<file path="src/hw/rtl/mfau_pkg.sv">
`default_nettype none

package mfau_pkg;

  // Word format
  localparam int EXP_WIDTH  = 6;
  localparam int FRAC_WIDTH = 8;
  localparam int WORD_W     = 1 + EXP_WIDTH + FRAC_WIDTH;
  localparam int EXP_ALL    = (1 << EXP_WIDTH) - 1;
  localparam int EXP_BIAS   = (1 << (EXP_WIDTH - 1)) - 1;

  // Datapath sizes
  localparam int SIG_W  = FRAC_WIDTH + 1;             // significand with hidden one
  localparam int WIDE_W = 2 * SIG_W;                  // product / aligned sum width
  localparam int LEAD_W = $clog2(WIDE_W);             // leading-one position
  localparam int SHR_W  = $clog2(SIG_W + 1);          // denormal shift amount
  localparam int IEW    = EXP_WIDTH + $clog2(FRAC_WIDTH + 1) + 3;  // internal exponent

  typedef logic [WORD_W-1:0] word_t;

  typedef struct packed {
    logic [SIG_W-1:0]      sig;
    logic signed [IEW-1:0] exp;
  } unpacked_t;

  function automatic logic [EXP_WIDTH-1:0] exp_of(word_t w);
    return w[FRAC_WIDTH +: EXP_WIDTH];
  endfunction

  function automatic logic [FRAC_WIDTH-1:0] frac_of(word_t w);
    return w[FRAC_WIDTH-1:0];
  endfunction

  function automatic logic sign_of(word_t w);
    return w[WORD_W-1];
  endfunction

  function automatic logic is_nan(word_t w);
    return (exp_of(w) == EXP_WIDTH'(EXP_ALL)) && (frac_of(w) != '0);
  endfunction

  function automatic logic is_inf(word_t w);
    return (exp_of(w) == EXP_WIDTH'(EXP_ALL)) && (frac_of(w) == '0);
  endfunction

  function automatic logic is_zero(word_t w);
    return (exp_of(w) == '0) && (frac_of(w) == '0);
  endfunction

  function automatic word_t pack(logic sgn, logic [EXP_WIDTH-1:0] e, logic [FRAC_WIDTH-1:0] f);
    return {sgn, e, f};
  endfunction

  // Canonical NaN: positive, fraction one
  function automatic word_t canon_nan();
    return pack(1'b0, EXP_WIDTH'(EXP_ALL), FRAC_WIDTH'(1));
  endfunction

  function automatic word_t make_inf(logic sgn);
    return pack(sgn, EXP_WIDTH'(EXP_ALL), '0);
  endfunction

  // Finite word to significand and unbiased exponent
  function automatic unpacked_t unpack(word_t w);
    unpacked_t u;
    if (exp_of(w) == '0) begin
      u.sig = {1'b0, frac_of(w)};
      u.exp = IEW'(1 - EXP_BIAS);
    end else begin
      u.sig = {1'b1, frac_of(w)};
      u.exp = $signed({{(IEW-EXP_WIDTH){1'b0}}, exp_of(w)}) - IEW'(EXP_BIAS);
    end
    return u;
  endfunction

  // Normalize a nonzero significand (truncating) and encode, with
  // overflow to infinity and underflow to a denormal or zero.
  function automatic word_t encode(logic sgn, logic [WIDE_W-1:0] m,
                                   logic signed [IEW-1:0] e);
    logic [LEAD_W-1:0]     lead;
    logic [WIDE_W-1:0]     norm;
    logic [SIG_W-1:0]      mant;
    logic [SIG_W-1:0]      den;
    logic signed [IEW-1:0] x;
    logic signed [IEW-1:0] sh;
    word_t                 w;
    lead = '0;
    for (int i = 0; i < WIDE_W; i++) begin
      if (m[i]) lead = LEAD_W'(i);
    end
    norm = m << (LEAD_W'(WIDE_W - 1) - lead);
    mant = norm[WIDE_W-1 -: SIG_W];
    x    = e + $signed({{(IEW-LEAD_W){1'b0}}, lead}) + IEW'(EXP_BIAS + 1 - SIG_W);
    sh   = IEW'(1) - x;
    den  = '0;
    if (x >= IEW'(EXP_ALL)) begin
      w = make_inf(sgn);
    end else if (x >= IEW'(1)) begin
      w = pack(sgn, x[EXP_WIDTH-1:0], mant[FRAC_WIDTH-1:0]);
    end else begin
      if (sh < IEW'(SIG_W)) den = mant >> sh[SHR_W-1:0];
      w = pack(sgn, '0, den[FRAC_WIDTH-1:0]);
    end
    return w;
  endfunction

endpackage

`default_nettype wire

</file>
<file path="src/hw/rtl/mfau_add.sv">
`default_nettype none

module mfau_add (
  input  wire mfau_pkg::word_t a,
  input  wire mfau_pkg::word_t b,
  output mfau_pkg::word_t      sum
);
  import mfau_pkg::*;

  unpacked_t             ua, ub;
  logic [EXP_WIDTH-1:0]  xa, xb, d;
  logic                  a_small, far;
  logic [WIDE_W-1:0]     ma, mb, mag;
  logic signed [IEW-1:0] e;
  logic                  sa, sb, s;

  // Effective exponent codes (denormals sit at code one)
  assign ua = unpack(a);
  assign ub = unpack(b);
  assign xa = (exp_of(a) == '0) ? EXP_WIDTH'(1) : exp_of(a);
  assign xb = (exp_of(b) == '0) ? EXP_WIDTH'(1) : exp_of(b);
  assign a_small = xa < xb;
  assign d = a_small ? (xb - xa) : (xa - xb);
  assign far = {1'b0, d} > FRAC_WIDTH;
  assign sa = sign_of(a);
  assign sb = sign_of(b);

  // Align to the smaller exponent; a far operand collapses to one low bit
  always_comb begin
    if (a_small) begin
      ma = far ? WIDE_W'(1) : WIDE_W'(ua.sig);
      mb = far ? (WIDE_W'(ub.sig) << 1) : (WIDE_W'(ub.sig) << d);
      e  = far ? (ub.exp - IEW'(1)) : ua.exp;
    end else begin
      mb = far ? WIDE_W'(1) : WIDE_W'(ub.sig);
      ma = far ? (WIDE_W'(ua.sig) << 1) : (WIDE_W'(ua.sig) << d);
      e  = far ? (ua.exp - IEW'(1)) : ub.exp;
    end
  end

  // Sign-magnitude add
  always_comb begin
    if (sa == sb) begin
      mag = ma + mb;
      s   = sa;
    end else if (ma >= mb) begin
      mag = ma - mb;
      s   = sa;
    end else begin
      mag = mb - ma;
      s   = sb;
    end
  end

  // Special operands first
  always_comb begin
    priority if (is_nan(a) || is_nan(b)) begin
      sum = canon_nan();
    end else if (is_inf(a) && is_inf(b) && (sa != sb)) begin
      sum = canon_nan();
    end else if (is_inf(a)) begin
      sum = make_inf(sa);
    end else if (is_inf(b)) begin
      sum = make_inf(sb);
    end else if (is_zero(a) && is_zero(b)) begin
      sum = '0;
    end else if (is_zero(a)) begin
      sum = b;
    end else if (is_zero(b)) begin
      sum = a;
    end else if (mag == '0) begin
      sum = '0;
    end else begin
      sum = encode(s, mag, e);
    end
  end

endmodule

`default_nettype wire

</file>
<file path="src/hw/rtl/mfau_mul.sv">
`default_nettype none

module mfau_mul (
  input  wire mfau_pkg::word_t a,
  input  wire mfau_pkg::word_t b,
  output mfau_pkg::word_t      prod
);
  import mfau_pkg::*;

  unpacked_t             ua, ub;
  logic [WIDE_W-1:0]     m;
  logic signed [IEW-1:0] e;
  logic                  s;

  assign ua = unpack(a);
  assign ub = unpack(b);
  assign s  = sign_of(a) ^ sign_of(b);

  // Significand product and exponent sum
  assign m = WIDE_W'(ua.sig) * WIDE_W'(ub.sig);
  assign e = ua.exp + ub.exp - IEW'(FRAC_WIDTH);

  // Special operands first
  always_comb begin
    priority if (is_nan(a) || is_nan(b)) begin
      prod = canon_nan();
    end else if ((is_inf(a) && is_zero(b)) || (is_inf(b) && is_zero(a))) begin
      prod = canon_nan();
    end else if (is_inf(a) || is_inf(b)) begin
      prod = make_inf(s);
    end else if (is_zero(a) || is_zero(b)) begin
      prod = pack(s, '0, '0);
    end else begin
      prod = encode(s, m, e);
    end
  end

endmodule

`default_nettype wire

</file>
<file path="src/hw/rtl/minifloat_add_mul_unit.sv">
// A transaction passes through the input register, then add/multiply and normalize,
// then the result register.
// Throughput: one transaction per cycle; busy is never raised.
// Reset (rst, synchronous) clears the input and result valid flags; no
// result strobe follows reset until a new transaction. The receiver cannot stall.
`default_nettype none

module minifloat_add_mul_unit (
  input  wire logic            clk,
  input  wire logic            rst,
  input  wire logic            start,
  output logic                 busy,
  input  wire logic            op,
  input  wire mfau_pkg::word_t operand_a,
  input  wire mfau_pkg::word_t operand_b,
  output logic                 done,
  output mfau_pkg::word_t      result
);
  import mfau_pkg::*;

  logic  in_valid;
  logic  in_op;
  word_t in_a, in_b;
  word_t sum, prod;

  assign busy = 1'b0;

  // Input register
  always_ff @(posedge clk) begin
    if (rst) begin
      in_valid <= 1'b0;
    end else begin
      in_valid <= start;
    end
    if (start) begin
      in_op <= op;
      in_a  <= operand_a;
      in_b  <= operand_b;
    end
  end

  mfau_add u_add (
    .a   (in_a),
    .b   (in_b),
    .sum (sum)
  );

  mfau_mul u_mul (
    .a    (in_a),
    .b    (in_b),
    .prod (prod)
  );

  // Result register
  always_ff @(posedge clk) begin
    if (rst) begin
      done <= 1'b0;
    end else begin
      done <= in_valid;
    end
    if (in_valid) begin
      result <= in_op ? prod : sum;
    end
  end

endmodule

`default_nettype wire
</file>
<file path="config.mk">
export PLATFORM = sky130hd
export DESIGN_NAME = minifloat_add_mul_unit
export DESIGN_NICKNAME = d
export VERILOG_FILES = /design/src/hw/rtl/mfau_pkg.sv /design/src/hw/rtl/mfau_add.sv /design/src/hw/rtl/mfau_mul.sv /design/src/hw/rtl/minifloat_add_mul_unit.sv
export SDC_FILE = /design/constraint.sdc
export NUM_CORES = 1
export LEC_CHECK = 0
export BUFFER_PORTS_ARGS = -buffer_cell sky130_fd_sc_hd__clkbuf_2
export CAP_MARGIN = 0
export CORE_ASPECT_RATIO = 1.75
export CORE_MARGIN = 10
export CORE_UTILIZATION = 50
export CTS_CLUSTER_SIZE = 8
export DETAILED_ROUTE_END_ITERATION = 10
export PLACE_DENSITY_LB_ADDON = 0.2
export SLEW_MARGIN = 5
export SYNTH_ARGS = -nofsm -noshare
export SYNTH_HDL_FRONTEND = slang
export SYNTH_SLANG_ARGS = --single-unit
</file>
<file path="constraint.sdc">
create_clock -name clk -period 31.2 [get_ports clk]
set_input_delay 6.24 -clock clk [delete_from_list [all_inputs] [get_ports clk]]
set_output_delay 6.24 -clock clk [all_outputs]
set_load 0.005 [all_outputs]
</file>
==> impl_metrics.ini <==
[clocking]
clk_pin_slew_ns = 0.07
cts_max_level = 2
cts_buffer_depth = 2
clock-sinks = 48
clk_latency_ns = 0.31
cts_setup_buffers = 0
cts_buffers = 5
root_buffer = clkbuf_16
cts.repair.resized = 0
cts_tree = built
hold_buffers = 0

[floorplan]
die_width_um = 150
rows = 83
coreArea_um2 = 29300
die_h_um = 247
ios = 51
die_area_um2 = 37100
start_util = 0.505

[final_layout]
final_cell_mix = 189 x nand2_1, 188 x inv_1, 171 x nor2_1
layout_commonest_cell = nand2_1
post-route-util = 0.526
final_layout_size_suffix_gt1_frac = 0.0878
nets = 2210
n_antenna_cell = 0
synthToLayoutAreaGrowth_pct = 4.16

[synthesis]
ys_warn_count = 0
synth_nets = 2245
synthMuxAreaShare = 0.0522
postSynthCellCount = 2015
synth_top_family_by_area = compound AO/OA/AOI/OAI gates
post_synth_fa_ha_maj_area_fraction = 0.197
synth_seq_cells = 48
synth_top_cell_area_share = 0.113
synthArstFlopShare = 0
synth_area_um2 = 14800
synthFlopType = edfxtp_1
synth_edf_count = 46
synth-simple-area-share = 0.225
yosys-top-cells-area = ha_1 11%, edfxtp_1 9.3%, fa_1 8.4%
ys_seq_area_frac = 0.0962
syn_avg_cell_area_um2 = 7.33
synthDistinctLibCells = 105
synth_compound_area_frac = 0.313
synth_top_area_cell = ha_1
yosys.area_share.xor_xnor = 0.0332

[route]
dr.pass1.iters = 6
detail-route-antenna-nets = 0
post-route-drc-count = 0
drtIter0Drc = 1260
wl_per_cell_um = 25.2
num_vias = 16018
vias_per_cell = 6.78
drt_wl_total_mm = 59.5

[timing]
setup_violations = 0
finalHoldViolCount = 0
min_period_over_period = 0.473
tightestPinTransition_ns = 1.28
clock-skew-final_ns = 0.00468
drv_slew = 0
relSlewSlack = 0.147
fmax_mhz = 67.8
rsz0062_at_grt = no
fin_tns_setup_ns = 0
period_needed_ns = 14.75

[global_route]
grt_pass1_vias = 15830
grt_usage = 0.313
grt-ovfl-total = 0
grt_pass1_wl_mm = 91.3
antenna_found_initial = 0
grt_max_degree = 36

[worst_setup_path]
r2r_slack_ns = 16.45
timing.critical_path.buf_inv = 4
crit_type = reg -> reg
endpoint_kind = flip-flop
cp-start-kind = flip-flop
path_max_fanout = 23
path_common_cell = ha_1
slowest_delay_ns = 0.74
cp.arrival_ns = 14.87
crit_required_ns = 31.33
critPathSlowestCell = nor2_2
crit_family = compound AO/OA/AOI/OAI gates

[run_status]
status = finished, final reports clean

[flow_run]
cap_violations = 0

[place]
dp_hpwl_mm = 47.3
io_buffers = 49
gp_congestion = 1.06

[hold_path]
hold_class = reg -> reg
through the flow:
| stage | std cells | setup WS [ns] | hold WS, ns | cell area (um^2) |
|---|---|---|---|---|
| global route | 2363 | 15.46 | 0.871 | 15400 |
| detailed placement | 2355 | 16.79 | 0.812 | 15200 |
| floorplan | 2015 | 19.02 | 0.675 | 14800 |
| global placement | 2355 | 17.06 | 0.788 | 15200 |
| CTS | 2363 | 16.76 | 0.832 | 15400 |
| finish | 2363 | 16.45 | 0.826 | 15400 |
synth_stat cells, types with 11 or more instances:
library cell,count
xnor2_1,36
nand2_1,189
and3_1,19
buf_2,16
nand2b_1,20
a31oi_1,26
a211oi_1,36
or3_1,18
ha_1,134
or2_2,13
nor3_1,51
o21ai_0,103
clkbuf_1,92
o22ai_1,17
a221oi_1,11
a21boi_0,11
nand3_1,57
o211ai_1,21
and2_1,48
xor2_1,20
a21o_1,29
o221ai_1,17
nor4_1,26
a21oi_1,145
mux2i_1,50
inv_1,188
o21bai_1,14
nor2b_1,18
o21a_1,15
edfxtp_1,46
a311oi_1,12
a22oi_1,11
nor2_1,171
o31ai_1,22
fa_1,62
area by class of cell:
class	count	area, um^2
clock inverters	1	8.76
multi-input cells	1652	12100
flip-flops and latches	48	1420
well taps	382	478
fillers	2985	13900
repair buffers	80	478
clock buffers	7	143
inverters	193	724
registers in the layout, summed over array words and instances (netlist names):
name and flops:
in_op 1, in_valid 1, result 15, in_a 15, done 1, in_b 15
layer usage:
layer  share of wire  GRT usage  wire length, um  vias up
met3           0.057     0.0297             3420      245
met4           0.076      0.205             4500        0
met5               0          0                0        -
met1            0.35      0.332            20900     7650
li1                -          -                -     7300
met2            0.52      0.573            30700      823
path summary, 6_finish.rpt:
check,cells past startpoint,endpoint,start
setup / recovery,47,result[0],in_a[8]
hold / removal,0,result[8],in_valid
setup reg to reg,47,result[0],in_a[8]
hold reg to reg,0,result[8],in_valid
kinds of logic after synthesis:
| group | count (synthesis) |
|---|---|
| AOI/OAI and AO/OA | 651 |
| xor gates and xnor gates | 56 |
| adders and majority gates | 196 |
| buffers and inverters | 315 |
| DFF | 48 |
| muxes | 66 |
| other | 1 |
| and+or+nand+nor | 682 |
Power is left out: the tool's default activity adds up to more than one toggle a clock period on the data nets, which glitch-free logic cannot reach.
